File: config.mk
export PLATFORM = sky130hd
export DESIGN_NAME = complex_phase_angle
export DESIGN_NICKNAME = d
export VERILOG_FILES = /design/src/rtl/core/cap_pkg.sv /design/src/rtl/core/complex_phase_angle.sv
export SDC_FILE = /design/constraint.sdc
export NUM_CORES = 2
export LEC_CHECK = 0
export CAP_MARGIN = 20
export CORE_MARGIN = 5
export CORE_UTILIZATION = 28
export DETAILED_ROUTE_END_ITERATION = 7
export DONT_BUFFER_PORTS = 1
export PLACE_DENSITY = 0.48
export SLEW_MARGIN = 20
export SYNTH_ARGS = -nofsm -noshare
export SYNTH_HDL_FRONTEND = slang
export SYNTH_SLANG_ARGS = --single-unit
File: constraint.sdc
create_clock -name clock -period 13.2 [get_ports clock]
set_input_delay 1.32 -clock clock [delete_from_list [all_inputs] [get_ports clock]]
set_output_delay 1.32 -clock clock [all_outputs]
set_load 0.03 [all_outputs]
File: src/rtl/core/cap_pkg.sv
// ----------------------------------------------------------------------------
// cap_pkg: shared constants and tables for the phase angle pipeline
// Fixed widths, angle constants and the arctangent table in Q30.
// ----------------------------------------------------------------------------
package cap_pkg;

   localparam int IN_WIDTH_DEF = 16;
   localparam int STAGES_DEF   = 16;
   localparam int ATAN_ENTRIES = 30;
   localparam int GUARD_BITS   = 16;
   localparam int PHASE_WIDTH  = 16;
   localparam int ACC_WIDTH    = 34;
   localparam int ROUND_SHIFT  = 17;
   localparam int Q_WIDTH      = ACC_WIDTH - ROUND_SHIFT;

   localparam logic signed [ACC_WIDTH-1:0]   HALF_PI_Q30 = 34'sd1686629713;
   localparam logic signed [ACC_WIDTH-1:0]   ROUND_HALF  = 34'sd65536;
   localparam logic signed [Q_WIDTH-1:0]     PI_Q13_Q    = 17'sd25736;
   localparam logic signed [PHASE_WIDTH-1:0] PI_Q13      = 16'sd25736;

   typedef logic [4:0] atan_idx_type;

   // atan(2^-i) * 2^30, truncated
   function automatic logic [ACC_WIDTH-1:0] atan_q30(input atan_idx_type idx);
      logic [31:0] val;
      case (idx)
         5'd0:    val = 32'h3243F6A8;
         5'd1:    val = 32'h1DAC6705;
         5'd2:    val = 32'h0FADBAFC;
         5'd3:    val = 32'h07F56EA6;
         5'd4:    val = 32'h03FEAB76;
         5'd5:    val = 32'h01FFD55B;
         5'd6:    val = 32'h00FFFAAA;
         5'd7:    val = 32'h007FFF55;
         5'd8:    val = 32'h003FFFEA;
         5'd9:    val = 32'h001FFFFD;
         5'd10:   val = 32'h000FFFFF;
         5'd11:   val = 32'h0007FFFF;
         5'd12:   val = 32'h0003FFFF;
         5'd13:   val = 32'h0001FFFF;
         5'd14:   val = 32'h0000FFFF;
         5'd15:   val = 32'h00007FFF;
         5'd16:   val = 32'h00003FFF;
         5'd17:   val = 32'h00001FFF;
         5'd18:   val = 32'h00000FFF;
         5'd19:   val = 32'h000007FF;
         5'd20:   val = 32'h000003FF;
         5'd21:   val = 32'h000001FF;
         5'd22:   val = 32'h000000FF;
         5'd23:   val = 32'h0000007F;
         5'd24:   val = 32'h0000003F;
         5'd25:   val = 32'h0000001F;
         5'd26:   val = 32'h0000000F;
         5'd27:   val = 32'h00000007;
         5'd28:   val = 32'h00000003;
         5'd29:   val = 32'h00000001;
         default: val = 32'h00000000;
      endcase
      return ACC_WIDTH'(val);
   endfunction

endpackage

File: src/rtl/core/complex_phase_angle.sv
// ----------------------------------------------------------------------------
// complex_phase_angle: four-quadrant arctangent of a complex sample
// CORDIC vectoring pipeline giving the phase in radians, Q13 (pi = 25736).
// ----------------------------------------------------------------------------
// One request enters per clock while req_ready is high; its phase passes through
// one register for the sign extension and quarter-turn pre-rotation, one per
// CORDIC micro-rotation (STAGES of them), and one for rounding and clamping.
// Throughput is one request per clock; when rsp_ready is low the pipeline
// fills its empty slots before req_ready drops. Zero imaginary part is
// handled on the side: it gives +pi for a negative real part, else 0.
module complex_phase_angle #(
   parameter int IN_WIDTH = cap_pkg::IN_WIDTH_DEF,
   parameter int STAGES   = cap_pkg::STAGES_DEF
) (
   input  logic                                       clock,
   input  logic                                       reset,
   input  logic                                       req_valid,
   output logic                                       req_ready,
   input  logic signed [IN_WIDTH-1:0]                 req_real_part,
   input  logic signed [IN_WIDTH-1:0]                 req_imag_part,
   output logic                                       rsp_valid,
   input  logic                                       rsp_ready,
   output logic signed [cap_pkg::PHASE_WIDTH-1:0]     rsp_phase
);
   import cap_pkg::*;

   // magnitude grows by about 1.65 over the micro-rotations, up to about 2.33 times the largest input part
   localparam int DW = IN_WIDTH + GUARD_BITS + 3;

   logic signed [DW-1:0]        x_ff   [0:STAGES];
   logic signed [DW-1:0]        y_ff   [0:STAGES];
   logic signed [ACC_WIDTH-1:0] acc_ff [0:STAGES];
   logic [STAGES:0]             yzero_ff;
   logic [STAGES:0]             xneg_ff;
   logic [STAGES:0]             valid_ff;
   logic [STAGES+1:0]           stage_rdy;

   logic                         out_valid_ff;
   logic signed [PHASE_WIDTH-1:0] phase_ff;

   // ready ripples back through empty slots
   always_comb begin
      stage_rdy[STAGES+1] = !out_valid_ff || rsp_ready;
      for (int k = STAGES; k >= 0; k--) begin
         stage_rdy[k] = !valid_ff[k] || stage_rdy[k+1];
      end
   end

   assign req_ready = stage_rdy[0];

   // stage 0: sign extend, pre-rotate the left half plane, add guard bits
   logic signed [DW-1:0]        re_ext, im_ext, x0_in, y0_in;
   logic signed [ACC_WIDTH-1:0] acc0_in;

   always_comb begin
      re_ext  = DW'(req_real_part);
      im_ext  = DW'(req_imag_part);
      x0_in   = re_ext;
      y0_in   = im_ext;
      acc0_in = '0;
      if (re_ext < 0) begin
         if (im_ext >= 0) begin
            x0_in   = im_ext;
            y0_in   = -re_ext;
            acc0_in = HALF_PI_Q30;
         end else begin
            x0_in   = -im_ext;
            y0_in   = re_ext;
            acc0_in = -HALF_PI_Q30;
         end
      end
   end

   always_ff @(posedge clock) begin
      if (reset) begin
         valid_ff[0] <= 1'b0;
      end else if (stage_rdy[0]) begin
         valid_ff[0] <= req_valid;
      end
      if (stage_rdy[0]) begin
         x_ff[0]     <= x0_in <<< GUARD_BITS;
         y_ff[0]     <= y0_in <<< GUARD_BITS;
         acc_ff[0]   <= acc0_in;
         yzero_ff[0] <= (req_imag_part == '0);
         xneg_ff[0]  <= req_real_part[IN_WIDTH-1];
      end
   end

   // micro-rotation stages
   for (genvar i = 0; i < STAGES; i++) begin : g_rot
      logic signed [DW-1:0]        xs, ys, x_in, y_in;
      logic signed [ACC_WIDTH-1:0] atan_val, acc_in;

      always_comb begin
         xs       = x_ff[i] >>> i;
         ys       = y_ff[i] >>> i;
         atan_val = $signed(atan_q30(atan_idx_type'(i)));
         if (!y_ff[i][DW-1]) begin
            x_in   = x_ff[i] + ys;
            y_in   = y_ff[i] - xs;
            acc_in = acc_ff[i] + atan_val;
         end else begin
            x_in   = x_ff[i] - ys;
            y_in   = y_ff[i] + xs;
            acc_in = acc_ff[i] - atan_val;
         end
      end

      always_ff @(posedge clock) begin
         if (reset) begin
            valid_ff[i+1] <= 1'b0;
         end else if (stage_rdy[i+1]) begin
            valid_ff[i+1] <= valid_ff[i];
         end
         if (stage_rdy[i+1]) begin
            x_ff[i+1]     <= x_in;
            y_ff[i+1]     <= y_in;
            acc_ff[i+1]   <= acc_in;
            yzero_ff[i+1] <= yzero_ff[i];
            xneg_ff[i+1]  <= xneg_ff[i];
         end
      end
   end

   // round half up to Q13, clamp to +-pi, patch the real axis
   logic signed [ACC_WIDTH-1:0]   rnd_sum;
   logic signed [Q_WIDTH-1:0]     q_val;
   logic signed [PHASE_WIDTH-1:0] phase_in;

   always_comb begin
      rnd_sum = acc_ff[STAGES] + ROUND_HALF;
      q_val   = rnd_sum[ACC_WIDTH-1:ROUND_SHIFT];
      if (q_val > PI_Q13_Q) begin
         phase_in = PI_Q13;
      end else if (q_val < -PI_Q13_Q) begin
         phase_in = -PI_Q13;
      end else begin
         phase_in = q_val[PHASE_WIDTH-1:0];
      end
      if (yzero_ff[STAGES]) begin
         phase_in = xneg_ff[STAGES] ? PI_Q13 : '0;
      end
   end

   always_ff @(posedge clock) begin
      if (reset) begin
         out_valid_ff <= 1'b0;
      end else if (stage_rdy[STAGES+1]) begin
         out_valid_ff <= valid_ff[STAGES];
      end
      if (stage_rdy[STAGES+1]) begin
         phase_ff <= phase_in;
      end
   end

   assign rsp_valid = out_valid_ff;
   assign rsp_phase = phase_ff;

endmodule
==> qor.txt <==
status - complete, no violations
DP Wirelength - 249.8 mm
Detail Route Antenna Nets - 0
H-tree Lvls - 4
core area - 427300 µm²
M3 GR Usage - 0.01361
initial antenna violation count - 2
Starting Density - 0.2810
Worst Hold Class - reg -> reg
Ports - 54
Tcrit/Tclk final - 0.5405
CTS tree - yes
ys async rst share - 0
critical path class - reg -> out
Most Crowded Layer GR - met2
share of cells above drive strength 1 - 0.03598
gpl congestion - 0.8655
multi-input logic area - 73600 µm²
cts hold-fix bufs - 0
critical path's top delay family - simple AND/OR/NAND/NOR gates
final count of hold timing violations - 0
clk slew on worst S/H paths - 60 ps
detailed-route vias per instance - 4.871
Vias - 89710
clock sink total - 1469
Total GRT Usage - 0.1356
Fin Clk Skew - 52.39 ps
fill count - 44480
Seq/Total Area, Yosys - 0.3658
WL final - 310.4 mm
vias in the first global route - 87430
slew margin rel. - 0.2645
Distinct cells, synth - 90
Total Die Area - 442100 µm²
most frequent cells after synthesis - edfxtp_1 (1451), ha_1 (1368), a21oi_1 (1332), nor2_1 (1297), xnor2_1 (1151)
critical path's largest stage delay - 650 ps
maxcap violations - 0
HP Start - acc_ff[0][136]
Clock Latency Late Sink - 870 ps
WL per Instance - 16.85 µm
critical-path maximum fanout - 49
Max stage delay cell, worst path - nor2_1
fin. max-slew vios - 0
register bit total from synthesis - 1469
RSZ-0062 raised after global routing - no
Post-Syn Area - 120100 µm²
CP required - 11880 ps
M1 GR Usage - 0.1711
first-pass GRT wire length - 491.1 mm
reg2reg setup slack - 7410 ps
Die Width - 664.9 µm
largest net degree at the start of global routing - 86
die height - 664.9 µm
Yosys top cell by area - edfxtp_1
Root Driver - clkbuf_16
Rows - 240
port bufs - 0
Num CTS Buffers - 180
Cells after Synth - 12510
initial DRC count - 4867
CP dominant cell by count - buf_4
Worst EP arrival - 5810 ps
# setup viols final - 0
most common cell in the netlist - edfxtp_1
Remaining Overflow, GRT - 0
actual slew at the worst max-slew pin - 1093 ps
fin nets - 14030
CTS resizes - 0
Critical R2R Launch - y_ff[0][174]
residual DRC count - 0
post-CTS setup buffer count - 0
FF+latch area - 43930 µm²
WP buf/inv - 5
worst setup path startpoint - rsp_valid
Max Fclk - 140.2 MHz
EDFF count, synth - 1451
Syn Area/Cell - 9.603 µm²
DRT Pass-1 Iters - 5
post-synth top area share - 0.3628
synth top area cells - edfxtp_1 (36%), ha_1 (14%), xnor2_1 (8.4%)
crit path time final - 7134 ps
critical path cell sequence - nor2b_1 > and2_1 > inv_1 > buf_4 > nor2_1 > and2_1 > buf_4 > and3_1 > and3_1 > nand3_4 > buf_4 > nor2_1 > and3_1 > nand4_1 > buf_4
met2 Use GR - 0.2457
Clock Tree Buf Depth - 4
setup TNS - 0 ps
CP endpoint kind - primary output
Syn. warnings - 0
Area growth, synth to finish - 10.74%
crit path launch type - flop
prevailing post-synth register cell - edfxtp_1
==> stage by stage <==
step	area (µm²)	setup WS, ps	hold WS (ps)	util	cells
detailed placement	127100	6205	404.5	0.2974	18090
global route	133000	5641	422.6	0.3112	18420
floorplan	120100	3782	400.3	-	12510
global placement	127100	6259	400.6	0.2974	18090
finish	133000	6066	411.6	0.3112	18420
CTS	133000	5958	415.2	0.3112	18420
==> registers in the layout, indices dropped and copies added, names as in the netlist <==
name	flops
acc_ff	526
rsp_phase	16
rsp_valid	1
valid_ff	17
x_ff	431
xneg_ff	15
y_ff	446
yzero_ff	17
==> worst reg2reg max path, stage by stage (launching register included) <==
cell and delay (ps):
edfxtp_1 320, buf_4 600, clkinv_1 1200, ha_1 850, and4_1 310, and3_1 200
a21oi_1 70, a21oi_1 270, o21ai_0 230, a2111oi_0 510, a2bb2oi_1 340, a41oi_1 200
o21ai_0 190, a21oi_1 110, xnor2_1 130
==> metal layers <==
| metal | wire length (µm) | up-vias |
|---|---|---|
| met5 | 0 | - |
| met4 | 8282 | 0 |
| met3 | 8420 | 358 |
| li1 | - | 46310 |
| met1 | 139500 | 41950 |
| met2 | 154200 | 1087 |
==> cell usage in the layout (no fill, tap or decap), drive strengths merged, types with 43 or more instances in the layout <==
cell	n
or2	43
edfxtp	1451
nand3	213
buf	55
o21a	209
nor3	319
xor2	620
ha	1368
nor2b	203
a21boi	47
and3	92
o211ai	60
clkinv	72
nor2	1297
o41ai	53
a21o	555
nand2b	186
or3	89
a31oi	138
inv	545
o31ai	50
nand2	614
a211oi	93
and2	87
xnor2	1151
nand4	84
a21oi	1332
clkbuf	224
o21ai	586
nor4	77
o21bai	175
==> layout make-up <==
class | count | share of cell area
antenna | 2 | 0.00003763
clock inverter | 106 | 0.008628
timing repair buffer | 55 | 0.003105
multi-input combinational | 10330 | 0.5534
tap | 5687 | 0.05351
sequential | 1469 | 0.3304
inverter | 543 | 0.01543
clock buffer | 224 | 0.03551
==> kinds of logic (layout without fill, tap and decap cells) <==
family,Yosys count,count (layout),synth area share
AO/OA/AOI/OAI,3631,3631,0.1910
AND/OR/NAND/NOR,3457,3457,0.1370
XOR/XNOR,1771,1771,0.1292
flip-flops,1469,1469,0.3658
adder cells (fa/ha/maj),1409,1409,0.1494
buffers and inverters,706,928,0.02209
multiplexers,61,61,0.005418
other,1,5,0.00003123
==> worst paths after layout <==
kind,end,cells after the start
worst max-delay path,req_ready,15
worst min-delay path,acc_ff[0][170],0
worst max register to register,acc_ff[0][202],14
worst min register to register,acc_ff[0][170],0
Power is left out: the tool's default activity adds up to more than one toggle a clock period on the data nets, which glitch-free logic cannot reach.
